<file path="config.mk">
export PLATFORM = sky130hd
export DESIGN_NAME = mwm_ofifo
export DESIGN_NICKNAME = d
export VERILOG_FILES = /design/src/sv/mwm_pkg.sv /design/src/sv/mwm_ofifo.sv
export SDC_FILE = /design/constraint.sdc
export NUM_CORES = 1
export LEC_CHECK = 0
export ABC_AREA = 0
export BUFFER_PORTS_ARGS = -buffer_cell sky130_fd_sc_hd__buf_2
export CORE_MARGIN = 2
export CORE_UTILIZATION = 45
export DETAILED_ROUTE_END_ITERATION = 8
export PLACE_DENSITY = 0.73
export SLEW_MARGIN = 40
export SYNTH_ARGS = -nofsm -noshare
export SYNTH_HDL_FRONTEND = slang
export SYNTH_SLANG_ARGS = --single-unit
</file>
<file path="constraint.sdc">
create_clock -name clk_i -period 3.5 [get_ports clk_i]
set_input_delay 0.175 -clock clk_i [delete_from_list [all_inputs] [get_ports clk_i]]
set_output_delay 0.175 -clock clk_i [all_outputs]
set_load 0.02 [all_outputs]
</file>
<file path="src/sv/mwm_pkg.sv">
// Shared widths, register indexes and inter-stage types for the mecanum wheel mixer.
// No dependencies; every other file of the block refers to it by scoped names.
package mwm_pkg;

  localparam int unsigned LANES     = 4;   // wheels
  localparam int unsigned SPEED_W   = 16;  // Q4.12 speeds and wheel results
  localparam int unsigned ARM_W     = 16;  // Q2.14 rotation arms
  localparam int unsigned LIMIT_W   = 15;  // Q3.12 unsigned speed limit
  localparam int unsigned CFG_W     = 16;  // widest register
  localparam int unsigned CFG_IDX_W = 2;
  localparam int unsigned PROD_W    = SPEED_W + ARM_W;     // rate * arm, Q6.26
  localparam int unsigned ARM_FRAC  = 14;
  localparam int unsigned SUM_W     = 19;  // |w| <= 2^17 needs sign plus 18 bits
  localparam int unsigned MAG_W     = SUM_W - 1;
  localparam int unsigned QUO_W     = LIMIT_W;              // scaled magnitude <= limit
  localparam int unsigned REM_W     = MAG_W - 1;            // remainder < max <= 2^17
  localparam int unsigned NUM_W     = REM_W + QUO_W;        // |w|*L + max/2 < 2^32

  localparam logic signed [PROD_W-1:0] ROUND_HALF = PROD_W'(1 << (ARM_FRAC - 1));

  localparam logic signed [ARM_W-1:0] FRONT_ARM_RST = ARM_W'(4096);
  localparam logic signed [ARM_W-1:0] REAR_ARM_RST  = ARM_W'(4096);
  localparam logic [LIMIT_W-1:0]      LIMIT_RST     = '1;

  typedef enum logic [CFG_IDX_W-1:0] {
    REG_FRONT_ARM   = 2'd0,
    REG_REAR_ARM    = 2'd1,
    REG_SPEED_LIMIT = 2'd2
  } cfg_reg_e;

  // raw wheel sums, each a signed SUM_W value
  typedef struct packed {
    logic [LANES-1:0][SUM_W-1:0] sum;
  } mix_out_t;

  // normalization results ahead of the divider
  typedef struct packed {
    logic                          scaled;
    logic [LANES-1:0]              neg;
    logic [LANES-1:0][SPEED_W-1:0] w16;
    logic [LANES-1:0][NUM_W-1:0]   num;
    logic [MAG_W-1:0]              max_mag;
  } norm_out_t;

  typedef struct packed {
    logic                          scaled;
    logic [LANES-1:0]              neg;
    logic [LANES-1:0][SPEED_W-1:0] w16;
    logic [LANES-1:0][QUO_W-1:0]   quo;
  } div_out_t;

  typedef struct packed {
    logic                          scaled;
    logic [LANES-1:0][SPEED_W-1:0] wheel;
  } out_item_t;

endpackage

</file>
<file path="src/sv/mwm_ofifo.sv">
// Two-entry output queue that parts the pipeline from the result channel.
// Uses mwm_pkg for the result type.
module mwm_ofifo (
  input  logic                  clk_i,
  input  logic                  rst_ni,
  input  logic                  push_i,
  input  mwm_pkg::out_item_t    push_data_i,
  input  logic                  pop_i,
  output logic                  pop_valid_o,
  output mwm_pkg::out_item_t    pop_data_o,
  output logic [1:0]            count_o
);

  mwm_pkg::out_item_t mem_q [2];
  logic               wr_ptr_q, rd_ptr_q;
  logic [1:0]         cnt_q, cnt_d;
  logic               do_pop;

  assign do_pop = pop_i && (cnt_q != 2'd0);

  always_comb begin
    cnt_d = cnt_q;
    if (push_i && !do_pop) begin
      cnt_d = cnt_q + 2'd1;
    end else if (do_pop && !push_i) begin
      cnt_d = cnt_q - 2'd1;
    end
  end

  always_ff @(posedge clk_i or negedge rst_ni) begin
    if (!rst_ni) begin
      cnt_q    <= 2'd0;
      wr_ptr_q <= 1'b0;
      rd_ptr_q <= 1'b0;
    end else begin
      cnt_q <= cnt_d;
      if (push_i) begin
        wr_ptr_q <= ~wr_ptr_q;
      end
      if (do_pop) begin
        rd_ptr_q <= ~rd_ptr_q;
      end
    end
  end

  always_ff @(posedge clk_i) begin
    if (push_i) begin
      mem_q[wr_ptr_q] <= push_data_i;
    end
  end

  assign pop_valid_o = cnt_q != 2'd0;
  assign pop_data_o  = mem_q[rd_ptr_q];
  assign count_o     = cnt_q;

endmodule

</file>
# Yosys cells after proc, flatten, opt, wreduce, memory -nomap -nowiden
# Memories as Yosys holds them, arrays and structs flattened.
# Cells that the tools add are included.
[word_totals]
regBits = 4
mem_bits_rw = 130
input_bits = 69
out_inout_bits = 68
wordCells = 19
memories = 1
[memory_table]
columns = ["name", "words", "word_bits", "read_ports", "rd_clocked_by_memory_dff", "wr", "line", "source"]
rows = [
  ["mem_q", 2, 65, 1, 0, 1, "mwm_ofifo.sv:14", "mwm_pkg::out_item_t mem_q [2];"],
]
[classes]
add_sub_neg = 2
mux = 4
bitwise = 2
reduce_logical = 7
[ops]
columns = ["cell", "count"]
rows = [
  ["$mux 2", 2],
  ["$reduce_bool 2->1", 2],
  ["$logic_and 1x1->1", 3],
  ["$add 2x1->2 const B", 1],
  ["$logic_not 1->1", 2],
  ["$mux 1", 2],
  ["$not 1->1", 2],
  ["$sub 2x1->2 const B", 1],
]

# Longest topological paths before layout
[logic_depth]
word_depth = 5
mapped_depth = 6

# Least setup slack after synthesis
# No wires, ideal clock.
[synth_path]
path_kind = "register -> register"
startpoint = "register wr_ptr_q"
endpoint = "memory mem_q[0][0] (netlist bit) (enable)"
t_arrival_ns = 3.291
slack_ns = -0.287
path_stages_with_launch = 2
period_less_slack_ns = 3.787
cell_sequence = "dfrtp_1 > nor2b_1"
[synth_lines]
columns = ["item", "line", "source"]
rows = [
  ["start: declaration", "mwm_ofifo.sv:15", "logic wr_ptr_q, rd_ptr_q;"],
  ["start signal: assignment", "mwm_ofifo.sv:38", "wr_ptr_q <= ~wr_ptr_q;"],
  ["end: declaration", "mwm_ofifo.sv:14", ""],
]
# Straight into the memory's write port.

==> flow_summary.yaml <==
setup_path:
  critical-path-top-delay-family: "flip-flops"
  path_cells: "buf_12 > mux2_2 > buf_2"
  cpPeakStageDelay_ps: 570
  critPathSlowestCell: "dfrtp_4"
  reg2reg_from: "count_o[0]"
  cp.arrival_ps: 1880
  cp_data_required_time_ps: 3320
  cp.buffers_inverters: 2
  r2r_slack_ps: 1940
  r2r_end: "count_o[1]"
  rr_worst_depth: 5
  crit_path_max_fanout: 28
  crit_type: "reg2out"
  cp-start-kind: "register"
  worstSetupEndpointType: "output pin"
grt:
  grt_max_degree: 36
  track_usage_pct: 15.5
  antenna_found_initial: 0
  overflow: 0
  grt_pass1_vias: 2871
  grt_pass1_wl_um: 13600
detailed_routing:
  drt-initial-drc-count: 124
  routed_wl_um: 9080
  route.detailed.drc: 0
  vias: 2749
  via_per_inst: 4.68
  ant_nets: 0
  wl_per_cell_um: 15.4
  dr.pass1.iters: 4
floorplanning:
  ios: 137
  num_rows: 38
  design.core.area_sq_um: 10900
  initial_utilization_pct: 46.2
  die_area_sq_um: 12100
  die_width_um: 110
  die_height_um: 110
synth:
  syn-mean-instance-area_sq_um: 23.2
  synth_edf_count: 130
  synth_cells: 217
  async_flop_share_pct: 2.99
  synth-seq-cells: 134
  yosysWarnings: 0
  yosysSeqAreaShare_pct: 79.5
  yosysUniqueCellTypes: 14
  synth_flop_cell: "edfxtp_1"
  syn_area_sq_um: 5030
  syn-num-nets: 287
hold_path:
  min_to: "mem_q[0][21]"
  min-delay-start: "push_data_i[21]"
  hold_path.class: "in2reg"
  min_path_cells: 2
timing:
  worst_pin_slew_ps: 502
  hold-worst-slack_ps: 394
  finalCriticalPeriod_ps: 2050
  skew_ps: 3.88
  fin_setup_tns_ps: 0
  max_slew_margin_pct: 66.5
  finalCritPeriodShare_pct: 58.7
  slew_viol_final: 0
  fmax_ghz: 0.487
  hold_violations: 0
  rsz0062_at_grt: "false"
  final-setup-viol-count: 0
clock_tree:
  cts.sink_count: 134
  cts_resized: 0
  clock_path_buffers: 2
  clockRootBuffer: "clkbuf_8"
  path_clk_slew_ps: 50
  cts_tree: "built"
  numCtsBuffers: 17
  hold_buffers: 69
  clk_latency_ps: 500
  post_cts_buffers: 0
  h-tree-depth: 4
place:
  numPortBuffers: 136
  hpwl_um: 5430
  gp_congestion: 0.682
layout:
  area_growth_pct: 40.9
  antenna_cells: 0
  fillerInstances: 744
  drive_above_1_share_pct: 51.6
  fin_nets: 509
  final_util_pct: 65.1
power:
  power_leakage_nw: 2.83
  power_mw: 5.62
  ir_drop_mv: 0.387
  powerDensity_nw_per_um2: 792
outcome:
  status: "completed"
job:
  cap_violations: 0
## cells in the final DEF, fill, tap and decap left out
master         count
and2_4             1
buf_12             3
buf_2            136
buf_4              2
bufinv_16          1
clkbuf_1           3
clkbuf_16         16
clkbuf_8           1
clkinv_1           4
clkinv_2           2
clkinvlp_4         1
dfrtp_1            3
dfrtp_4            1
dlygate4sd3_1     69
edfxtp_1         130
ha_1               1
mux2_2            25
mux2_4            40
nand2_1            1
nor2_1             1
nor2b_4            1
or2_2              1
xnor2_1            2
xor2_1             3
## how the worst max path moves through the flow
stage	startpoint	to	slack, ps	cells after the start
after global placement	rd_ptr_q	pop_data_o[0]	1550	2
after CTS	rd_ptr_q	pop_data_o[64]	1400	3
after floorplan	wr_ptr_q	mem_q[0][0]	970	1
final	rd_ptr_q	pop_data_o[64]	1450	3
after detailed placement	rd_ptr_q	pop_data_o[64]	1950	3
after global routing	rd_ptr_q	pop_data_o[60]	1360	3
## synth_stat cells, types with 2 or more instances
master / n / area (sq um)
buf_2: 2 / 10.0
buf_6: 5 / 56.3
dfrtp_1: 4 / 100
edfxtp_1: 130 / 3900
mux2_2: 25 / 282
mux2_4: 40 / 601
xnor2_1: 2 / 17.5
xor2_1: 3 / 26.3
## report_power, final
part,internal [mW],switching [mW]
clock,0.910,0.579
combinational,0.854,1.01
sequential,2.14,0.125
## per-stage QoR
| step | instances | cell area (sq um) | setup slack (ps) |
|---|---|---|---|
| after detailed placement | 491 | 5910 | 1950 |
| final | 588 | 7090 | 1450 |
| after global routing | 588 | 7090 | 1360 |
| after global placement | 488 | 5850 | 1550 |
| after floorplan | 217 | 5040 | 971 |
| after CTS | 588 | 7090 | 1400 |
## cell families after synthesis
| logic type | after synthesis | synth area share [%] |
|---|---|---|
| xor gates and xnor gates | 5 | 0.870 |
| adders and majority gates | 1 | 0.248 |
| buffers and inverters | 7 | 1.32 |
| DFF | 134 | 79.5 |
| muxes | 65 | 17.5 |
| and+or+nand+nor | 5 | 0.522 |
## cell type report
cell class	count	area (sq um)	area share, %
multi-input combinational	76	975	13.7
sequential	134	4010	56.5
clock buffer	20	425	6.00
clock inverter	8	62.6	0.882
tap	140	175	2.47
timing repair buffer	210	1450	20.4
## flip-flops by register name, indices dropped and copies added (netlist names)
| signal | cells |
|---|---|
| mem_q | 130 |
| count_o | 2 |
| rd_ptr_q | 1 |
| wr_ptr_q | 1 |
## layer usage
layer | share of wire (%) | vias to the layer above | GRT usage [%] | wire (um)
met4 | 1.0 | 0 | 6.33 | 93
met2 | 51 | 95 | 26.8 | 4640
met1 | 42 | 1335 | 17.6 | 3800
met3 | 6.0 | 12 | 5.33 | 544
li1 | - | 1307 | - | -
met5 | 0 | - | 0 | 0
Note: power is estimated with default switching activity, not from simulation.
