<file path="src/sv/mwm_pkg.sv">
// Shared widths, register indexes and inter-stage types for the mecanum wheel mixer.
// No dependencies; every other file of the block refers to it by scoped names.
package mwm_pkg;

  localparam int unsigned LANES     = 4;   // wheels
  localparam int unsigned SPEED_W   = 16;  // Q4.12 speeds and wheel results
  localparam int unsigned ARM_W     = 16;  // Q2.14 rotation arms
  localparam int unsigned LIMIT_W   = 15;  // Q3.12 unsigned speed limit
  localparam int unsigned CFG_W     = 16;  // widest register
  localparam int unsigned CFG_IDX_W = 2;
  localparam int unsigned PROD_W    = SPEED_W + ARM_W;     // rate * arm, Q6.26
  localparam int unsigned ARM_FRAC  = 14;
  localparam int unsigned SUM_W     = 19;  // |w| <= 2^17 needs sign plus 18 bits
  localparam int unsigned MAG_W     = SUM_W - 1;
  localparam int unsigned QUO_W     = LIMIT_W;              // scaled magnitude <= limit
  localparam int unsigned REM_W     = MAG_W - 1;            // remainder < max <= 2^17
  localparam int unsigned NUM_W     = REM_W + QUO_W;        // |w|*L + max/2 < 2^32

  localparam logic signed [PROD_W-1:0] ROUND_HALF = PROD_W'(1 << (ARM_FRAC - 1));

  localparam logic signed [ARM_W-1:0] FRONT_ARM_RST = ARM_W'(4096);
  localparam logic signed [ARM_W-1:0] REAR_ARM_RST  = ARM_W'(4096);
  localparam logic [LIMIT_W-1:0]      LIMIT_RST     = '1;

  typedef enum logic [CFG_IDX_W-1:0] {
    REG_FRONT_ARM   = 2'd0,
    REG_REAR_ARM    = 2'd1,
    REG_SPEED_LIMIT = 2'd2
  } cfg_reg_e;

  // raw wheel sums, each a signed SUM_W value
  typedef struct packed {
    logic [LANES-1:0][SUM_W-1:0] sum;
  } mix_out_t;

  // normalization results ahead of the divider
  typedef struct packed {
    logic                          scaled;
    logic [LANES-1:0]              neg;
    logic [LANES-1:0][SPEED_W-1:0] w16;
    logic [LANES-1:0][NUM_W-1:0]   num;
    logic [MAG_W-1:0]              max_mag;
  } norm_out_t;

  typedef struct packed {
    logic                          scaled;
    logic [LANES-1:0]              neg;
    logic [LANES-1:0][SPEED_W-1:0] w16;
    logic [LANES-1:0][QUO_W-1:0]   quo;
  } div_out_t;

  typedef struct packed {
    logic                          scaled;
    logic [LANES-1:0][SPEED_W-1:0] wheel;
  } out_item_t;

endpackage

</file>
<file path="src/sv/mwm_div.sv">
// Pipelined restoring divider, one quotient bit per stage, four lanes sharing one divisor.
// QUO_W register stages; uses mwm_pkg.
module mwm_div (
  input  logic                  clk_i,
  input  logic                  rst_ni,
  input  logic                  en_i,
  input  logic                  valid_i,
  input  mwm_pkg::norm_out_t    data_i,
  output logic                  valid_o,
  output mwm_pkg::div_out_t     data_o
);

  localparam int unsigned L  = mwm_pkg::LANES;
  localparam int unsigned QW = mwm_pkg::QUO_W;
  localparam int unsigned RW = mwm_pkg::REM_W;

  typedef struct packed {
    logic                                 scaled;
    logic [L-1:0]                         neg;
    logic [L-1:0][mwm_pkg::SPEED_W-1:0]   w16;
    logic [mwm_pkg::MAG_W-1:0]            dvs;
    logic [L-1:0][RW-1:0]                 rem;
    logic [L-1:0][QW-1:0]                 low;
    logic [L-1:0][QW-1:0]                 quo;
  } div_stage_t;

  div_stage_t       stg_init;
  div_stage_t       stg_q [QW];
  logic [QW-1:0]    v_q;

  // top bits of the numerator are already below the divisor: quotient fits QW bits
  always_comb begin
    stg_init.scaled = data_i.scaled;
    stg_init.neg    = data_i.neg;
    stg_init.w16    = data_i.w16;
    stg_init.dvs    = data_i.max_mag;
    for (int i = 0; i < L; i++) begin
      stg_init.rem[i] = data_i.num[i][mwm_pkg::NUM_W-1:QW];
      stg_init.low[i] = data_i.num[i][QW-1:0];
      stg_init.quo[i] = '0;
    end
  end

  for (genvar j = 0; j < QW; j++) begin : g_stage
    div_stage_t src;
    div_stage_t nxt;

    if (j == 0) begin : g_first
      assign src = stg_init;
    end else begin : g_rest
      assign src = stg_q[j-1];
    end

    always_comb begin
      nxt = src;
      for (int i = 0; i < L; i++) begin
        logic [RW:0] trial;
        logic [RW:0] diff;
        logic        ge;
        trial      = {src.rem[i], src.low[i][QW-1]};
        diff       = trial - src.dvs;
        ge         = trial >= src.dvs;
        nxt.rem[i] = ge ? diff[RW-1:0] : trial[RW-1:0];
        nxt.low[i] = {src.low[i][QW-2:0], 1'b0};
        nxt.quo[i] = {src.quo[i][QW-2:0], ge};
      end
    end

    always_ff @(posedge clk_i) begin
      if (en_i) begin
        stg_q[j] <= nxt;
      end
    end
  end

  always_ff @(posedge clk_i or negedge rst_ni) begin
    if (!rst_ni) begin
      v_q <= '0;
    end else if (en_i) begin
      v_q <= {v_q[QW-2:0], valid_i};
    end
  end

  assign valid_o       = v_q[QW-1];
  assign data_o.scaled = stg_q[QW-1].scaled;
  assign data_o.neg    = stg_q[QW-1].neg;
  assign data_o.w16    = stg_q[QW-1].w16;
  assign data_o.quo    = stg_q[QW-1].quo;

endmodule

</file>
<file path="config.mk">
export PLATFORM = sky130hd
export DESIGN_NAME = mwm_div
export DESIGN_NICKNAME = d
export VERILOG_FILES = /design/src/sv/mwm_pkg.sv /design/src/sv/mwm_div.sv
export SDC_FILE = /design/constraint.sdc
export NUM_CORES = 2
export LEC_CHECK = 0
export ABC_AREA = 0
export BUFFER_PORTS_ARGS = -buffer_cell sky130_fd_sc_hd__buf_2
export CAP_MARGIN = 5
export CORE_MARGIN = 4
export CORE_UTILIZATION = 60
export DETAILED_ROUTE_END_ITERATION = 16
export PLACE_DENSITY = 0.79
export SLEW_MARGIN = 25
export SYNTH_ARGS = -nofsm -noshare
export SYNTH_HDL_FRONTEND = slang
export SYNTH_MEMORY_MAX_BITS = 65536
export SYNTH_SLANG_ARGS = --single-unit
</file>
<file path="constraint.sdc">
create_clock -name clk_i -period 4.9 [get_ports clk_i]
set_clock_uncertainty 0.1 [all_clocks]
set_input_delay 0.49 -clock clk_i [delete_from_list [all_inputs] [get_ports clk_i]]
set_output_delay 0.49 -clock clk_i [all_outputs]
set_load 0.01 [all_outputs]
</file>
Word-level counts from Yosys, hierarchy flattened

Memory sizes are Yosys's and may differ from the RTL's.
Cells that the tools add are included.

Add/subtract/negate cells: 60
Magnitude comparators: 60
Multiplexer cells: 62

Operators by type and width:

| operator                           | number |
|---|---|
| 18-bit greater-or-equal comparator | 60 |
| 17-bit 2-to-1 mux                  | 60 |
| 17-bit subtractor                  | 60 |
| 1-bit 2-to-1 mux                   | 2 |

Bits in registers: 15
Bits in writable memories: 4065
Input bits: 219
Output and inout port bits: 130
Memories kept: 1

Memories:

| memory | words | bits a word | read ports | clocked after Yosys merged registers in | wr ports | RTL line      | source |
|---|---|---|---|---|---|---|---|
| stg_q  | 15    | 271         | 15         | 0                                       | 15       | mwm_div.sv:28 | `div_stage_t stg_q [QW];` |

Logic depth before layout (Yosys ltp)

An unclocked memory read counts as a cell.

Word-level depth: 3
Mapped depth: 14
Mapped depth without buffers: 13

Worst setup path before layout

No wires, ideal clock.

Path kind: input to register
From: input port data_i[64] in the netlist's numbering
To: memory stg_q[0][141] in the netlist's numbering (data pin)
Data arrival time: 3203 ps
Data required time: 4540 ps
Slack: 1337 ps
Cell stages on the path: 13
Buffers on the path: 1
Cells stage by stage: inv_1 -> ha_1 -> inv_1 -> fa_1 -> a21o_1 -> o2bb2ai_2 -> o41a_1 -> a31o_1 -> o21ai_2 -> nand3_2 -> a221oi_4 -> buf_8 -> mux2_4

RTL lines:

| what            | RTL line      | source |
|---|---|---|
| start, declared | mwm_div.sv:8  | `input mwm_pkg::norm_out_t data_i,` |
| end, declared   | mwm_div.sv:28 |  |

==> results.cfg <==
[clock_tree]
skew_pair_late_insertion_delay_ns = 0.97
post_cts_resized = 0
largest_buffer_count_on_any_clock_path = 4
post_cts_buffers = 0
cts_inserted_buffers = 336
ctsRootBufferMaster = clkbuf_16
cts_tree = done
cts.clk_slew.worst_paths_ns = 0.07
cts_max_level = 5
clock_sinks = 3154

[sta]
number_of_pins_exceeding_their_max_slew_limit_in_the_final_report = 0
setup-tns-final_ns = 0
final.min_clock_period_ns = 4.22
post-route-period-util_pct = 86.0
hold_violations = 0
setup_viol = 0
tightest_slew_ns = 1.13
maximum_clock_frequency_ghz = 0.237
hold-worst-slack_ns = 0.0619
rsz_0062_raised_after_global_routing = no
max-slew-margin-rel_pct = 24.4

[logic_synthesis]
syn-instance-count = 10800
synth.ff_latch_count = 3154
synthesis.area_sq_mm = 0.152
synth.lib_cells_used.distinct = 95
syn_nets = 12200
async_flop_share_pct = 0.476
synth_area_per_cell_sq_um = 14.0
synth-seq-area-share_pct = 62.5
synth_edf_count = 3139
synth_flop_cell = edfxtp_1
synthesis.yosys.warnings = 0

[route]
drcViolationCount = 0
drt-total-wl_mm = 408
detail_route.first_pass.iterations = 9
via_to_cell_ratio = 6.12
detailroute.via_count = 94100
postRouteAntennaNets = 0
avgRoutedWirePerCell_um = 26.5
initialDrtViolationCount = 9454

[floorplan]
die_height_um = 511
die_area_sq_mm = 0.261
floorplan.io_pins = 349
core_area_sq_mm = 0.251
starting_density_of_the_core_pct = 60.3
row_count = 184
dieWidth_um = 511

[setup_path]
worst_ep_required_time_ns = 5.44
worst-setup-path-type = flip-flop to flip-flop
slowest_cell_delay_on_critical_path_ns = 0.70
worst_path_dominant_cell_family = compound AO/OA/AOI/OAI gates
timing.critical_path.arrival_ns = 4.75
critPathLaunchType = flip-flop
crit_path_cell_trace = ha_1 -> inv_1 -> fa_1 -> a21oi_1 -> o21ai_1 -> a2111oi_2 -> nor2_1 -> o21ai_1 -> a21oi_1 -> o41a_2 -> mux2_2
timing.critical_path.to_type = flip-flop
worst-path-buf-inv = 1
critical-path-slowest-cell = a2111oi_2
worst-path-max-fanout = 18

[cells_and_area]
most-common-layout-cells = edfxtp_1 (3,139), ha_1 (1,080), a21oi_1 (728)
areaGrowthSynthToFinish_pct = 13.2
filler_cell_count = 17000
final_net_count = 13100
most_common_cell_after_layout_fill_and_taps_aside = edfxtp_1
layout-drive-gt1-share_pct = 14.2
utilization_pct = 68.2
regArea_sq_mm = 0.0946
multi_input_comb_area_sq_mm = 0.0541

[pwr]
total_power_uw = 105000
power_leakage_uw = 0.0664
max-vdd-ir-drop_v = 0.000479
power-per-cell-area_mw_per_mm2 = 613

[placement]
dpl.hpwl_mm = 292
gp_congestion = 1.02
io_buffers = 348

[flow_run]
drv.max_cap_violation_count = 0

[global_route]
grt_antenna_before_repair = 19
grt_overflow = 0
pin_count_of_the_biggest_net_entering_global_routing = 136
global_route.usage.total_pct = 30.9
via_count_of_the_first_global_routing_pass = 94300
wire_length_of_the_first_global_routing_pass_mm = 600

[worst_hold_path]
timing.hold.worst.class = primary input to flip-flop

[outcome]
status = finished, final reports clean
[Yosys cell counts (28+ instances only)]
cell type | count | share of area [%]
a2111oi_0 | 44 | 0.25
a211oi_1 | 40 | 0.20
a21boi_0 | 53 | 0.26
a21o_1 | 356 | 1.8
a21oi_1 | 737 | 2.4
a31oi_1 | 72 | 0.30
and3_1 | 36 | 0.15
and4_1 | 39 | 0.23
buf_2 | 32 | 0.11
clkbuf_1 | 83 | 0.21
edfxtp_1 | 3139 | 62
fa_1 | 56 | 0.74
ha_1 | 1080 | 8.9
inv_1 | 596 | 1.5
mux2_2 | 628 | 4.7
mux2i_1 | 37 | 0.24
nand2_1 | 435 | 1.1
nand2b_1 | 116 | 0.48
nand3_1 | 126 | 0.42
nand4_1 | 143 | 0.59
nor2_1 | 619 | 1.5
nor2b_1 | 84 | 0.35
nor3_1 | 172 | 0.57
nor3b_1 | 29 | 0.14
nor4_1 | 28 | 0.12
o2111ai_1 | 31 | 0.18
o211ai_1 | 50 | 0.25
o21a_1 | 98 | 0.49
o21ai_0 | 448 | 1.5
o21bai_1 | 134 | 0.66
o31ai_1 | 97 | 0.48
or3_1 | 68 | 0.28
xnor2_1 | 475 | 2.7
xor2_1 | 261 | 1.5
[where the power goes]
group	switching, uW	internal [uW]	total (uW)	leakage [uW]
Clock	10700	14800	25500	0.00528
Sequential	4290	37100	41300	0.0309
Combinational	21300	16900	38300	0.0302
[final cells by class]
cell class	instances	area share [%]
tap	3348	2.44
antenna	3	0.00438
sequential	3154	55.2
clock buffer	390	5.07
clock inverter	199	1.26
timing repair buffer	721	3.21
multi-input combinational	6956	31.6
inverter	598	1.31
[registers in the layout, indices dropped and copies added (netlist names)]
signal and cells:
v_q 15, stg_q 3139
[per-layer routing]
metal	vias up	GRT usage [%]	share of wire, %
li1	43400	-	-
met1	45800	40.1	40
met2	3989	51.6	48
met3	913	5.32	6.9
met4	8	13.3	5.0
met5	-	0	0.013
[logic make-up after synthesis]
logic type / count (synthesis) / synth area share [%]
adder cells (fa/ha/maj): 1136 / 9.66
XOR/XNOR: 736 / 4.25
flip-flops: 3154 / 62.5
AO/OA/AOI/OAI: 2417 / 10.3
multiplexers: 683 / 5.07
buffers and inverters: 733 / 1.89
AND/OR/NAND/NOR: 1984 / 6.35
[path summary, 6_finish.rpt]
kind                                from            end  slack [ns]  depth (start not counted)
max in group asynchronous         rst_ni        v_q[10]        3.69                          3
hold reg to reg            stg_q[0][488]  stg_q[0][759]        0.26                          0
setup / recovery           stg_q[1][726]  stg_q[1][949]        0.68                         11
setup reg to reg           stg_q[1][726]  stg_q[1][949]        0.68                         11
hold / removal               data_i[196]  stg_q[0][252]        0.06                          2
min in group asynchronous         rst_ni         v_q[3]        0.55                          3
[timing repair]
action / in CTS / in global routing
endpoints found under the setup margin: 0 / 0
endpoints found under the hold margin: 229 / 1
hold buffers: 223 / 1
[per-stage QoR]
step / worst slack (ns) / std cells / instance area (sq um)
2_1_floorplan: 1.34 / 10800 / 152000
3_3_place_gp: 0.691 / 14600 / 158000
6_report: 0.684 / 15400 / 172000
3_5_place_dp: 0.665 / 14600 / 158000
5_1_grt: 0.386 / 15400 / 172000
4_1_cts: 0.641 / 15400 / 172000
No activity file was read; power rests on OpenSTA's default activity.
