`src/sv/mwm_pkg.sv`:
```
// Shared widths, register indexes and inter-stage types for the mecanum wheel mixer.
// No dependencies; every other file of the block refers to it by scoped names.
package mwm_pkg;

  localparam int unsigned LANES     = 4;   // wheels
  localparam int unsigned SPEED_W   = 16;  // Q4.12 speeds and wheel results
  localparam int unsigned ARM_W     = 16;  // Q2.14 rotation arms
  localparam int unsigned LIMIT_W   = 15;  // Q3.12 unsigned speed limit
  localparam int unsigned CFG_W     = 16;  // widest register
  localparam int unsigned CFG_IDX_W = 2;
  localparam int unsigned PROD_W    = SPEED_W + ARM_W;     // rate * arm, Q6.26
  localparam int unsigned ARM_FRAC  = 14;
  localparam int unsigned SUM_W     = 19;  // |w| <= 2^17 needs sign plus 18 bits
  localparam int unsigned MAG_W     = SUM_W - 1;
  localparam int unsigned QUO_W     = LIMIT_W;              // scaled magnitude <= limit
  localparam int unsigned REM_W     = MAG_W - 1;            // remainder < max <= 2^17
  localparam int unsigned NUM_W     = REM_W + QUO_W;        // |w|*L + max/2 < 2^32

  localparam logic signed [PROD_W-1:0] ROUND_HALF = PROD_W'(1 << (ARM_FRAC - 1));

  localparam logic signed [ARM_W-1:0] FRONT_ARM_RST = ARM_W'(4096);
  localparam logic signed [ARM_W-1:0] REAR_ARM_RST  = ARM_W'(4096);
  localparam logic [LIMIT_W-1:0]      LIMIT_RST     = '1;

  typedef enum logic [CFG_IDX_W-1:0] {
    REG_FRONT_ARM   = 2'd0,
    REG_REAR_ARM    = 2'd1,
    REG_SPEED_LIMIT = 2'd2
  } cfg_reg_e;

  // raw wheel sums, each a signed SUM_W value
  typedef struct packed {
    logic [LANES-1:0][SUM_W-1:0] sum;
  } mix_out_t;

  // normalization results ahead of the divider
  typedef struct packed {
    logic                          scaled;
    logic [LANES-1:0]              neg;
    logic [LANES-1:0][SPEED_W-1:0] w16;
    logic [LANES-1:0][NUM_W-1:0]   num;
    logic [MAG_W-1:0]              max_mag;
  } norm_out_t;

  typedef struct packed {
    logic                          scaled;
    logic [LANES-1:0]              neg;
    logic [LANES-1:0][SPEED_W-1:0] w16;
    logic [LANES-1:0][QUO_W-1:0]   quo;
  } div_out_t;

  typedef struct packed {
    logic                          scaled;
    logic [LANES-1:0][SPEED_W-1:0] wheel;
  } out_item_t;

endpackage

```
`src/sv/mwm_norm.sv`:
```
// Normalization: magnitudes, largest magnitude, limit products and rounded numerators.
// Four register stages; uses mwm_pkg.
module mwm_norm (
  input  logic                              clk_i,
  input  logic                              rst_ni,
  input  logic                              en_i,
  input  logic                              valid_i,
  input  mwm_pkg::mix_out_t                 data_i,
  input  logic [mwm_pkg::LIMIT_W-1:0]       limit_i,
  output logic                              valid_o,
  output mwm_pkg::norm_out_t                data_o
);

  localparam int unsigned L = mwm_pkg::LANES;

  logic [3:0] v_q;

  // stage 3: magnitudes
  logic [L-1:0][mwm_pkg::MAG_W-1:0]   mag3_d, mag3_q;
  logic [L-1:0]                       neg3_d, neg3_q;
  logic [L-1:0][mwm_pkg::SPEED_W-1:0] w3_d, w3_q;
  // stage 4: largest magnitude
  logic [mwm_pkg::MAG_W-1:0]          max_a, max_b, max4_d, max4_q;
  logic [L-1:0][mwm_pkg::MAG_W-1:0]   mag4_q;
  logic [L-1:0]                       neg4_q;
  logic [L-1:0][mwm_pkg::SPEED_W-1:0] w4_q;
  // stage 5: products against the limit
  logic [L-1:0][mwm_pkg::NUM_W-1:0]   prod5_d, prod5_q;
  logic                               sc5_d, sc5_q;
  logic [mwm_pkg::MAG_W-1:0]          max5_q;
  logic [L-1:0]                       neg5_q;
  logic [L-1:0][mwm_pkg::SPEED_W-1:0] w5_q;
  // stage 6: add half the divisor for round to nearest
  mwm_pkg::norm_out_t                 s6_d, s6_q;

  always_comb begin
    for (int i = 0; i < L; i++) begin
      logic signed [mwm_pkg::SUM_W-1:0] s;
      logic signed [mwm_pkg::SUM_W-1:0] ns;
      s         = $signed(data_i.sum[i]);
      ns        = -s;
      neg3_d[i] = s[mwm_pkg::SUM_W-1];
      mag3_d[i] = neg3_d[i] ? ns[mwm_pkg::MAG_W-1:0] : s[mwm_pkg::MAG_W-1:0];
      w3_d[i]   = s[mwm_pkg::SPEED_W-1:0];
    end
  end

  always_comb begin
    max_a  = (mag3_q[0] > mag3_q[1]) ? mag3_q[0] : mag3_q[1];
    max_b  = (mag3_q[2] > mag3_q[3]) ? mag3_q[2] : mag3_q[3];
    max4_d = (max_a > max_b) ? max_a : max_b;
  end

  always_comb begin
    for (int i = 0; i < L; i++) begin
      prod5_d[i] = mwm_pkg::NUM_W'(mag4_q[i]) * mwm_pkg::NUM_W'(limit_i);
    end
    sc5_d = max4_q > mwm_pkg::MAG_W'(limit_i);
  end

  always_comb begin
    s6_d.scaled  = sc5_q;
    s6_d.neg     = neg5_q;
    s6_d.w16     = w5_q;
    s6_d.max_mag = max5_q;
    for (int i = 0; i < L; i++) begin
      s6_d.num[i] = prod5_q[i] + mwm_pkg::NUM_W'(max5_q >> 1);
    end
  end

  always_ff @(posedge clk_i or negedge rst_ni) begin
    if (!rst_ni) begin
      v_q <= '0;
    end else if (en_i) begin
      v_q <= {v_q[2:0], valid_i};
    end
  end

  always_ff @(posedge clk_i) begin
    if (en_i) begin
      mag3_q  <= mag3_d;
      neg3_q  <= neg3_d;
      w3_q    <= w3_d;
      max4_q  <= max4_d;
      mag4_q  <= mag3_q;
      neg4_q  <= neg3_q;
      w4_q    <= w3_q;
      prod5_q <= prod5_d;
      sc5_q   <= sc5_d;
      max5_q  <= max4_q;
      neg5_q  <= neg4_q;
      w5_q    <= w4_q;
      s6_q    <= s6_d;
    end
  end

  assign valid_o = v_q[3];
  assign data_o  = s6_q;

endmodule

```
`config.mk`:
```
export PLATFORM = sky130hd
export DESIGN_NAME = mwm_norm
export DESIGN_NICKNAME = d
export VERILOG_FILES = /design/src/sv/mwm_pkg.sv /design/src/sv/mwm_norm.sv
export SDC_FILE = /design/constraint.sdc
export NUM_CORES = 2
export LEC_CHECK = 0
export BUFFER_PORTS_ARGS = -buffer_cell sky130_fd_sc_hd__buf_2
export CORE_MARGIN = 2
export CORE_UTILIZATION = 23
export CTS_CLUSTER_SIZE = 14
export DETAILED_ROUTE_END_ITERATION = 10
export PLACE_DENSITY = 0.41
export SETUP_SLACK_MARGIN = 0.02
export SLEW_MARGIN = 30
export SYNTH_ARGS = -nofsm -noshare
export SYNTH_HDL_FRONTEND = slang
export SYNTH_SLANG_ARGS = --single-unit
export TNS_END_PERCENT = 10
```
`constraint.sdc`:
```
create_clock -name clk_i -period 19.2 [get_ports clk_i]
set_clock_uncertainty 0.1 [all_clocks]
set_input_delay 1.92 -clock clk_i [delete_from_list [all_inputs] [get_ports clk_i]]
set_output_delay 1.92 -clock clk_i [all_outputs]
set_load 0.01 [all_outputs]
```
* After elaboration in Yosys (flattened, before gate mapping)
Cells that the tools add are included.
** Storage, ports and cells
- Bits of input ports :: 95
- Word-level logic and storage cells :: 65
- Bits in registers :: 732
- Output and inout port bits :: 216
** Operators by class
- $add $sub $neg :: 8
- $lt $le $gt $ge :: 4
- Multiply operators :: 4
- Muxes and demuxes :: 7
** Operators by type and width (count)
- $add A32 B17 Y32 :: 4
- $mul A18 B15 Y32 :: 4
- $mux W18 :: 7
- $neg A18 Y18 :: 4
- $gt A18 B18 Y1 :: 3
- $gt A18 B15 Y1 :: 1

* Logic depth before layout (Yosys ltp)
- Depth in word-level cells :: 4
- Mapped depth :: 25
- Gate-level depth less buffers :: 22

* Worst setup path after synthesis
OpenSTA, ideal clock, no wires.
- Path kind :: input port to flip-flop
- From :: input port limit_i[6] in the netlist's numbering
- To :: register prod5_q[125] in the netlist's numbering (data pin)
- Library setup time :: 158 ps
- Data arrival time :: 7434 ps
- Path slack :: 11508 ps
- Stages on the path :: 21
- Path buffers :: 2
- Data required time :: 18942 ps
- Cell sequence :: clkbuf_1 > clkbuf_1 > nand2_1 > fa_1 > fa_1 > inv_1 > fa_1 > fa_1 > fa_1 > inv_1 > fa_1 > inv_1 > ha_1 > a21o_1 > a221o_1 > a21oi_2 > a21oi_1 > nand2_1 > o21ai_1 > or4_1 > o211ai_1
** RTL lines
- start, declared :: RTL line mwm_norm.sv:9 : input logic [mwm_pkg::LIMIT_W-1:0] limit_i,
- end signal, assigned :: RTL line mwm_norm.sv:88 : prod5_q <= prod5_d;
- end, declared :: RTL line mwm_norm.sv:28 : logic [L-1:0][mwm_pkg::NUM_W-1:0] prod5_d, prod5_q;

==> flow_summary.ini <==
[synth]
ys.warnings.count = 0
synth-edff-count = 720
synth_top_family_by_area = adder cells
yosys.cell_types.count = 89
syn-cell-area_mm2 = 0.0648
ys_ff_latch = 724
synthFlopType = edfxtp_1
synth-simple-area-share_pct = 12.5
syn_area_per_cell_um2 = 11.0
synth_mux_area_share_pct = 0.919
ys_seq_area_share_pct = 33.5
synth-compound-area-share_pct = 6.28
async_reset_ff_share_pct = 0.552
syn_nets = 7308
synth_xor_area_share_pct = 4.04
syn_inst = 5876
synth-adder-area-share_pct = 35.4

[placement]
io_buffer_count = 310
place.detailed.hpwl_um = 139000
gp_congestion = 0.796

[grt]
grt_pass1_wl_um = 286000
gr-usage-all-layers_pct = 13.2
grt_max_degree = 165
antenna_found_initial = 21
grt_pass1_vias = 44985
grt_overflow = 0

[cts]
clock_path_buffers = 3
postCtsResizedCells = 0
htreeDepth = 3
clk_latency_ns = 0.72
root_buffer = clkbuf_16
cts_made_buffers = 90
cts_setup_buffers = 0
path_clk_slew_ns = 0.06
cts_tree = yes
clock-sinks = 724
cts_hold_buf = 0

[route]
top_layer = met5
drcViolationCount = 0
met2_length_um = 80900
drt_iter0_markers = 2198
vias = 41628
final_antenna_net_count = 0
routedWlPerCell_um = 18.7
wl_met1_um = 90400
avgViaCountPerCell = 4.20
first_pass_iters = 5
wl_um = 186000
wl_met3_um = 10100

[layout]
final_cell_mix = inv_1, fa_1, edfxtp_1
final_common_cell = inv_1
fin_nets = 7536
drive_above_1_share_pct = 8.87
areaGrowthSynthToFinish_pct = 13.4

[die]
die-area_mm2 = 0.286
start_util_pct = 23.2
die_h_um = 535
die_x_um = 535
ioPinCount = 311
coreArea_mm2 = 0.280
placementRows = 194

[sta]
fin_crit_sh_pct = 42.6
timing.fmax_mhz = 122
rsz0062_at_grt = no
tightest_slew_ns = 1.03
hold_violations = 0
holdWs_ns = 0.297
setup_viol = 0
fin_crit_ns = 8.18
max_slew_margin_pct = 31.5
slew_viol_final = 0
tns_ns = 0

[setup_path]
critPathMostFrequentCell = fa_1
critPathArrivalTime_ns = 8.63
crit_path_end_kind = register
crit_slowest_cell = buf_4
critPathKind = in -> reg
required_ns = 19.65
path_cells = buf_2 > buf_4 > nand2_1 > fa_1 > inv_1 > fa_1 > fa_1 > fa_1 > fa_1 > inv_1 > fa_1 > inv_1 > ha_1 > and3_4 > a221o_1 > a21oi_2 > o211ai_2 > nand2_1 > o21ai_1 > or4_1 > o211ai_1
worst-path-buf-inv = 5
startpoint_type = input port
crit_family = adder cells
worstPathMaxFanout = 51
critPathMaxStageDelay_ns = 0.72

[hold_path]
hp-class = reg -> reg

[status]
status = finished, final reports clean

[run]
maxCapViolCount = 0
worst paths after layout:
path / cells after the start / start / end / slack, ns
setup reg to reg: 20 / mag4_q[46]$_DFFE_PP_ / prod5_q[95]$_DFFE_PP_ / 12.45
hold reg to reg: 0 / s6_d[208]$_DFFE_PP_ / data_o[208]$_DFFE_PP_ / 0.30
min in group asynchronous: 1 / rst_ni / v_q[3]$_DFFE_PN0P_ / 0.92
max in group asynchronous: 1 / rst_ni / v_q[0]$_DFFE_PN0P_ / 17.96
setup / recovery: 21 / limit_i[11] / prod5_q[125]$_DFFE_PP_ / 11.02
hold / removal: 0 / s6_d[208]$_DFFE_PP_ / data_o[208]$_DFFE_PP_ / 0.30
state kept, by name, summed over array words and instances (netlist names):
name,flops
max4_q,18
s6_d,64
v_q,4
w3_q,60
neg3_q,4
prod5_q,128
neg5_q,4
sc5_q,1
mag4_q,72
neg4_q,4
mag3_q,72
w4_q,60
data_o,215
max5_q,18
through the flow:
step                util (%)  instance area, um^2  setup slack (ns)  instances
floorplan                  -                64800             11.51       5876
global placement        25.2                70600             10.29       9736
detailed placement      25.2                70600             10.29       9736
CTS                     26.2                73500             11.07       9893
global route            26.3                73500             10.72       9895
finish                  26.3                73500             11.02       9902
cell type report:
| cell class | instances | area [um^2] |
|---|---|---|
| timing repair buffer | 357 | 1950 |
| inverter | 1043 | 3920 |
| sequential | 724 | 21700 |
| multi-input combinational | 3888 | 38300 |
| antenna | 9 | 22.5 |
| fill | 29488 | 206000 |
| clock buffer | 101 | 2290 |
| tap | 3724 | 4660 |
| clock inverter | 56 | 577 |
Yosys cell counts (6+ instances only):
master | count | area, um^2
a21oi_2 | 8 | 70.1
nand2_1 | 626 | 2350
o31ai_1 | 22 | 165
o211ai_1 | 16 | 120
mux2i_1 | 55 | 551
a21boi_0 | 7 | 52.6
inv_1 | 1043 | 3920
xor2_1 | 81 | 709
or4_1 | 6 | 45.0
ha_1 | 513 | 6420
o21ai_1 | 11 | 55.1
o41ai_1 | 8 | 70.1
nor2b_1 | 17 | 106
nor2_1 | 123 | 462
a41oi_1 | 7 | 61.3
a211oi_1 | 19 | 143
a21o_1 | 110 | 826
and2_1 | 607 | 3800
a31oi_1 | 10 | 62.6
nor3_1 | 29 | 145
edfxtp_1 | 720 | 21600
o21ai_0 | 108 | 541
fa_1 | 824 | 16500
and3_1 | 26 | 163
or3_1 | 11 | 68.8
nand3_1 | 46 | 230
xnor2_1 | 218 | 1910
nor4_1 | 8 | 50.1
nand2b_1 | 28 | 175
nand4_1 | 35 | 219
a21oi_1 | 161 | 806
o21a_1 | 22 | 165
clkbuf_1 | 213 | 800
o21bai_1 | 16 | 120
metal layers:
metal | vias up | global-route usage [%]
met3 | 190 | 2.91
met4 | 26 | 2.96
met2 | 797 | 20.2
li1 | 19353 | -
met5 | - | 0
met1 | 21262 | 18.7
worst register-to-register path, cell delays in order, from the launching register on:
cell	delay, ns
edfxtp_1	0.74
and2_1	0.32
fa_1	0.56
inv_1	0.06
fa_1	0.53
inv_1	0.05
fa_1	0.50
inv_1	0.05
fa_1	0.54
inv_1	0.06
fa_1	0.49
inv_1	0.05
fa_1	0.47
inv_1	0.04
ha_1	0.37
nand3_1	0.11
o21ai_0	0.28
a21o_1	0.29
a41oi_1	0.23
o41a_1	0.47
xnor2_1	0.14
logic make-up after synthesis:
logic type | after synthesis
compound gates | 597
xor+xnor | 299
fa+ha+maj | 1337
buf+inv | 1264
flops | 724
mux | 59
simple gates | 1596
Power is left out: the tool's default activity adds up to more than one toggle a clock period on the data nets, which glitch-free logic cannot reach.
