## src/sv/mwm_pkg.sv

```systemverilog
// Shared widths, register indexes and inter-stage types for the mecanum wheel mixer.
// No dependencies; every other file of the block refers to it by scoped names.
package mwm_pkg;

  localparam int unsigned LANES     = 4;   // wheels
  localparam int unsigned SPEED_W   = 16;  // Q4.12 speeds and wheel results
  localparam int unsigned ARM_W     = 16;  // Q2.14 rotation arms
  localparam int unsigned LIMIT_W   = 15;  // Q3.12 unsigned speed limit
  localparam int unsigned CFG_W     = 16;  // widest register
  localparam int unsigned CFG_IDX_W = 2;
  localparam int unsigned PROD_W    = SPEED_W + ARM_W;     // rate * arm, Q6.26
  localparam int unsigned ARM_FRAC  = 14;
  localparam int unsigned SUM_W     = 19;  // |w| <= 2^17 needs sign plus 18 bits
  localparam int unsigned MAG_W     = SUM_W - 1;
  localparam int unsigned QUO_W     = LIMIT_W;              // scaled magnitude <= limit
  localparam int unsigned REM_W     = MAG_W - 1;            // remainder < max <= 2^17
  localparam int unsigned NUM_W     = REM_W + QUO_W;        // |w|*L + max/2 < 2^32

  localparam logic signed [PROD_W-1:0] ROUND_HALF = PROD_W'(1 << (ARM_FRAC - 1));

  localparam logic signed [ARM_W-1:0] FRONT_ARM_RST = ARM_W'(4096);
  localparam logic signed [ARM_W-1:0] REAR_ARM_RST  = ARM_W'(4096);
  localparam logic [LIMIT_W-1:0]      LIMIT_RST     = '1;

  typedef enum logic [CFG_IDX_W-1:0] {
    REG_FRONT_ARM   = 2'd0,
    REG_REAR_ARM    = 2'd1,
    REG_SPEED_LIMIT = 2'd2
  } cfg_reg_e;

  // raw wheel sums, each a signed SUM_W value
  typedef struct packed {
    logic [LANES-1:0][SUM_W-1:0] sum;
  } mix_out_t;

  // normalization results ahead of the divider
  typedef struct packed {
    logic                          scaled;
    logic [LANES-1:0]              neg;
    logic [LANES-1:0][SPEED_W-1:0] w16;
    logic [LANES-1:0][NUM_W-1:0]   num;
    logic [MAG_W-1:0]              max_mag;
  } norm_out_t;

  typedef struct packed {
    logic                          scaled;
    logic [LANES-1:0]              neg;
    logic [LANES-1:0][SPEED_W-1:0] w16;
    logic [LANES-1:0][QUO_W-1:0]   quo;
  } div_out_t;

  typedef struct packed {
    logic                          scaled;
    logic [LANES-1:0][SPEED_W-1:0] wheel;
  } out_item_t;

endpackage

```

## src/sv/mwm_mix.sv

```systemverilog
// Mixing front end: rotation products, then the four raw mecanum wheel sums.
// Two register stages; uses mwm_pkg.
module mwm_mix (
  input  logic                                  clk_i,
  input  logic                                  rst_ni,
  input  logic                                  en_i,
  input  logic                                  valid_i,
  input  logic signed [mwm_pkg::SPEED_W-1:0]    forward_speed_i,
  input  logic signed [mwm_pkg::SPEED_W-1:0]    lateral_speed_i,
  input  logic signed [mwm_pkg::SPEED_W-1:0]    turn_rate_i,
  input  logic signed [mwm_pkg::ARM_W-1:0]      front_arm_i,
  input  logic signed [mwm_pkg::ARM_W-1:0]      rear_arm_i,
  output logic                                  valid_o,
  output mwm_pkg::mix_out_t                     data_o
);

  logic                                 v1_q, v2_q;
  logic signed [mwm_pkg::SPEED_W-1:0]   vx1_q, vy1_q;
  logic signed [mwm_pkg::PROD_W-1:0]    pf1_q, pr1_q;
  logic signed [mwm_pkg::PROD_W-1:0]    pf1_d, pr1_d;
  logic signed [mwm_pkg::PROD_W-1:0]    rf_full, rr_full;
  logic signed [mwm_pkg::SUM_W-1:0]     rf, rr, vx_e, vy_e;
  mwm_pkg::mix_out_t                    sum2_d, sum2_q;

  always_comb begin
    pf1_d = mwm_pkg::PROD_W'(turn_rate_i) * mwm_pkg::PROD_W'(front_arm_i);
    pr1_d = mwm_pkg::PROD_W'(turn_rate_i) * mwm_pkg::PROD_W'(rear_arm_i);
  end

  // round Q6.26 to Q4.12, ties toward plus infinity
  always_comb begin
    rf_full = pf1_q + mwm_pkg::ROUND_HALF;
    rr_full = pr1_q + mwm_pkg::ROUND_HALF;
    rf      = mwm_pkg::SUM_W'(rf_full >>> mwm_pkg::ARM_FRAC);
    rr      = mwm_pkg::SUM_W'(rr_full >>> mwm_pkg::ARM_FRAC);
    vx_e    = mwm_pkg::SUM_W'(vx1_q);
    vy_e    = mwm_pkg::SUM_W'(vy1_q);
    sum2_d.sum[0] = -vx_e - vy_e + rf;
    sum2_d.sum[1] =  vx_e - vy_e + rf;
    sum2_d.sum[2] =  vx_e + vy_e + rr;
    sum2_d.sum[3] = -vx_e + vy_e + rr;
  end

  always_ff @(posedge clk_i or negedge rst_ni) begin
    if (!rst_ni) begin
      v1_q <= 1'b0;
      v2_q <= 1'b0;
    end else if (en_i) begin
      v1_q <= valid_i;
      v2_q <= v1_q;
    end
  end

  always_ff @(posedge clk_i) begin
    if (en_i) begin
      vx1_q  <= forward_speed_i;
      vy1_q  <= lateral_speed_i;
      pf1_q  <= pf1_d;
      pr1_q  <= pr1_d;
      sum2_q <= sum2_d;
    end
  end

  assign valid_o = v2_q;
  assign data_o  = sum2_q;

endmodule

```

## config.mk

```make
export PLATFORM = sky130hd
export DESIGN_NAME = mwm_mix
export DESIGN_NICKNAME = d
export VERILOG_FILES = /design/src/sv/mwm_pkg.sv /design/src/sv/mwm_mix.sv
export SDC_FILE = /design/constraint.sdc
export NUM_CORES = 2
export LEC_CHECK = 0
export BUFFER_PORTS_ARGS = -buffer_cell sky130_fd_sc_hd__buf_2
export CAP_MARGIN = 10
export CORE_MARGIN = 2
export CORE_UTILIZATION = 60
export DETAILED_ROUTE_END_ITERATION = 7
export PLACE_DENSITY = 0.84
export SKIP_CTS_REPAIR_TIMING = 1
export SYNTH_ARGS = -nofsm -noshare
export SYNTH_HDL_FRONTEND = slang
export SYNTH_SLANG_ARGS = --single-unit
```

## constraint.sdc

```tcl
create_clock -name clk_i -period 4.5 [get_ports clk_i]
set_input_delay 0.9 -clock clk_i [delete_from_list [all_inputs] [get_ports clk_i]]
set_output_delay 0.9 -clock clk_i [all_outputs]
set_load 0.01 [all_outputs]
```

After elaboration in Yosys (flattened, before gate mapping):

Cells that the tools add are included.

* multiply operators: 2
* add/subtract/negate cells: 11

Operators with widths (number)
* adder 32 x 15 -> 32 bit (second input constant): 2
* multiplier 16 x 16 -> 32 bit: 2
* adder 17 x 18 -> 19 bit: 2
* adder 19 x 18 -> 19 bit: 2
* adder 19 x 16 -> 19 bit: 1
* negator 16 -> 19 bit: 1
* subtractor 19 x 16 -> 19 bit: 1
* adder 16 x 16 -> 17 bit: 1
* subtractor 16 x 16 -> 17 bit: 1

* logic and storage cells: 23
* output and inout port bits: 77
* input port bits: 84
* flip-flop bits (word level): 174

Depth between registers and ports, before layout:

* depth in word-level cells: 3
* mapped depth: 24
* mapped depth without buffers: 23

Worst setup path before layout:

OpenSTA, ideal clock, no wires.

* path type: input-to-reg
* from: in turn_rate_i[15] (netlist bit)
* to: reg pf1_q[30] (netlist bit) (data pin)
* required time: 4242 ps
* buffers on the path: 1
* setup time: 258 ps
* arrival: 6220 ps
* cell stages on the path: 19
* slack: -1978 ps
* path through: clkbuf_1 nand2_1 inv_1 fa_1 fa_1 fa_1 fa_1 fa_1 inv_1 fa_1 inv_1 ha_1 a21o_1 a21o_1 a2bb2oi_1 a31oi_4 a21o_1 a21oi_2 xnor2_1

* longest elaborated chain between the ends: 1

Ends and longest elaborated chain
* from (decl): RTL line mwm_mix.sv:10 `input logic signed [mwm_pkg::SPEED_W-1:0] turn_rate_i,`
* multiplier 16 x 16 -> 32 bit: RTL line mwm_mix.sv:26 `pf1_d = mwm_pkg::PROD_W'(turn_rate_i) * mwm_pkg::PROD_W'(front_arm_i);`
* net pf1_d, one bit: RTL line mwm_mix.sv:20 `logic signed [mwm_pkg::PROD_W-1:0] pf1_d, pr1_d;`
* to (signal assigned): RTL line mwm_mix.sv:58 `pf1_q <= pf1_d;`
* to (decl): RTL line mwm_mix.sv:19 `logic signed [mwm_pkg::PROD_W-1:0] pf1_q, pr1_q;`

The timed path passes the listed nets, and every way through them passes these cells.
A chain may end at the register's enable or synchronous reset.

Worst setup path in the final report:

* from: in rear_arm_i[5] (netlist bit)
* to: reg pr1_q[31] (netlist bit) (data pin)

* longest elaborated chain between the ends: 1

Ends and longest elaborated chain
* from (decl): RTL line mwm_mix.sv:12 `input logic signed [mwm_pkg::ARM_W-1:0] rear_arm_i,`
* multiplier 16 x 16 -> 32 bit: RTL line mwm_mix.sv:27 `pr1_d = mwm_pkg::PROD_W'(turn_rate_i) * mwm_pkg::PROD_W'(rear_arm_i);`
* net pr1_d, one bit: RTL line mwm_mix.sv:20
* to (signal assigned): RTL line mwm_mix.sv:59 `pr1_q <= pr1_d;`
* to (decl): RTL line mwm_mix.sv:19

The timed path passes the listed nets, and every way through them passes these cells.

==> results.yml <==
logic_synthesis:
  synthAdderAreaFrac: 0.514
  synth-xor-area-share: 0.0485
  synth_compound_gate_area_share: 0.0466
  ys_top_cells_by_area: "fa_1, edfxtp_1, ha_1, inv_1, and2_1"
  synth_edf_count: 145
  synth_top_family_by_area: "adder cells"
  synth.largest_area_cell: "fa_1"
  synth.mux.area_fraction: 0.000779
  post_synth.cell_area_avg_um2: 9.96
  ys.flop_type: "edfxtp_1"
  ys_seq_elements: 147
  synth_top_cell_area_share: 0.412
  seq_area_frac_synth: 0.152
  yosysUniqueCellTypes: 65
  synthesis.yosys.warnings: 0
  synthesis.instances: 2902
  yosys.area_share.simple: 0.138
  postSynthNetCount: 3816
  ys_async_sr_fraction: 0.0136
  syn_area_um2: 28900
clocking:
  cts.path.max_buffers: 2
  cts.reportedPaths.clkPinSlew_ns: 0.07
  clock_root_buffer: "clkbuf_16"
  cts.htree.levels: 4
  clock_tree_from_tritoncts: "done"
  clock_latency_reported_for_the_late_side_of_the_worst_skew_pair_ns: 0.43
  numCtsBuffers: 17
  clock_sink_count: 147
place:
  dp.cells: 3864
  gpl.final_weighted_congestion: 0.941
  place_ws_ns: -2.16
  dpl.hpwl_um: 60200
  placement.cell_area_um2: 32600
  portBuffers: 160
critical_path:
  worst_ep_required_time_ns: 4.67
  worst_setup_path_start_kind: "input pin"
  critical_path.most_common_cell: "fa_1"
  criticalPathCategory: "input pin to flop"
  reg2reg_start: "pf1_q[15]$_DFFE_PP_"
  crit_path_end_kind: "flop"
  slowest_delay_ns: 0.57
  r2r_setup_slack_ns: 0.23
  timing.rr.end: "data_o[36]$_DFFE_PP_"
  cpMaxStageDelayCell: "fa_1"
  crit_family: "adder cells"
  critical_path_buffers_and_inverters: 6
  ff2ff_path_depth: 15
  crit_fanout: 4
  cp_cell_sequence: "buf_12 > buf_6 > and2_4 > fa_1 > inv_2 > fa_1 > fa_1 > inv_2 > fa_1 > fa_1 > inv_2 > fa_1 > inv_2 > ha_4 > and4_4 > nand2_2 > a2111o_1 > a21oi_2 > o21ai_2 > nand3_2 > and3_4 > a211oi_2"
  worstPathArrival_ns: 6.30
routing:
  routed-via-count: 21400
  wire_per_inst_um: 18.3
  viasPerCell: 5.44
  post-route-drc-count: 0
  ant_nets: 0
  finalWirelength_um: 71800
  drt_pass1_iterations: 5
  drt_first_iter_violations: 1403
cells_and_area:
  finalNonFillerCells: 3929
  area.growth.synth_to_final_pct: 18.3
  fin_util: 0.717
  drive_above_1_share: 0.205
  post-route-cell-area_um2: 34200
  num_antenna_cells: 0
  mostFrequentLayoutCells: "inv_1, fa_1, nand2_1"
  design.final.nets: 4215
  num-fill-cells: 3232
  mostFrequentLayoutCell: "inv_1"
die:
  io-pin-count: 161
  placement_rows: 80
  dieWidth_um: 223
  die-area_um2: 49900
  fp.dieH_um: 223
  core_um2: 47600
  floorplan.initialDensity: 0.606
sta:
  rsz0062_at_grt: "true"
  max-slew-margin-rel: 0.510
  setup_slack_of_the_critical_path_after_layout_ns: -1.63
  max_slew.worst_pin.slew_ns: 0.735
  timing_hold_violations_final: 0
  achievable-frequency_ghz: 0.163
  clock-skew-final_ns: 0.0114
  layout_min_cycle_time_ns: 6.13
  post-route-period-util: 1.36
  final-setup-viol-count: 38
  timing_max_transition_violations_final: 0
global_routing:
  grt_max_degree: 79
  antenna_violations_before_repair: 1
  grt_pass1_vias: 23900
  global_route.usage.total: 0.292
  wire_length_of_the_first_global_routing_pass_um: 115000
  global_route.overflow_total: 0
flow_run:
  maxCapViolations: 0
run_status:
  violations: "negative setup slack"
  run_status: "finished with violations"
min_path:
  hp-class: "input pin to async pin"
kinds of logic (layout without fill, tap and decap cells):
| kind of cell | count (synthesis) | after routing |
|---|---|---|
| simple gates | 796 | 796 |
| buf+inv | 766 | 1178 |
| flops | 147 | 147 |
| mux | 2 | 2 |
| xor+xnor | 160 | 160 |
| compound gates | 201 | 201 |
| fa+ha+maj | 830 | 830 |
worst reg2reg max path, stage by stage, from the launching register on:
cell and delay (ns):
edfxtp_1 0.41, and3_1 0.19, and3_1 0.25, and2_1 0.18, nand2_1 0.07, xnor2_1 0.37, fa_1 0.50, ha_1 0.23
nor3_1 0.25, o211ai_1 0.23, a31oi_1 0.34, a2111oi_2 0.17, o21a_1 0.23, o21a_1 0.20, o41ai_2 0.24, xnor2_1 0.13
cell usage after synthesis (all sizes together) (11+ instances only):
library cell,n
nor2,93
nand2,293
nor3,35
and3,14
inv,685
fa,595
a21o,18
a21oi,62
clkbuf,80
o21a,11
xor2,33
and2,252
xnor2,127
a31oi,12
edfxtp,145
nand4,17
o21ai,50
nand3,29
nor2b,17
ha,235
nand2b,17
area by class of cell:
cell class / count / area [um2] / area share
clock buffers: 17 / 425 / 0.0125
clock inverters: 15 / 161 / 0.00472
inverters: 685 / 2570 / 0.0753
multi-input cells: 1989 / 22300 / 0.653
flip-flops and latches: 147 / 4400 / 0.129
well taps: 615 / 769 / 0.0225
repair buffers: 461 / 3540 / 0.104
metrics by stage:
step                      TNS, ns  hold slack [ns]
after detailed placement   -72.54            0.501
after global routing       -54.82            0.230
final                      -50.02            0.246
after floorplan            -49.32            0.475
after CTS                  -55.03            0.237
after global placement     -67.93            0.484
routing by layer:
metal | part of all wire | track usage
met5 | 0 | 0
met4 | 0.035 | 0.106
met3 | 0.063 | 0.0307
met2 | 0.52 | 0.533
met1 | 0.38 | 0.360
sequential cells by signal, indices dropped and copies added (netlist names):
| signal | flops |
|---|---|
| valid_o | 1 |
| data_o | 75 |
| vx1_q | 16 |
| pr1_q | 19 |
| v1_q | 1 |
| pf1_q | 19 |
| vy1_q | 16 |
worst max-delay path by stage:
stage | to | depth (start not counted) | from
final | pr1_q[31]$_DFFE_PP_ | 22 | rear_arm_i[5]
after global routing | pr1_q[31]$_DFFE_PP_ | 22 | rear_arm_i[5]
after CTS | pr1_q[31]$_DFFE_PP_ | 21 | turn_rate_i[10]
after detailed placement | pf1_q[30]$_DFFE_PP_ | 21 | turn_rate_i[10]
after global placement | pr1_q[30]$_DFFE_PP_ | 21 | turn_rate_i[10]
after floorplan | pf1_q[21]$_DFFE_PP_ | 22 | turn_rate_i[9]
Power is left out: the tool's default activity adds up to more than one toggle a clock period on the data nets, which glitch-free logic cannot reach.
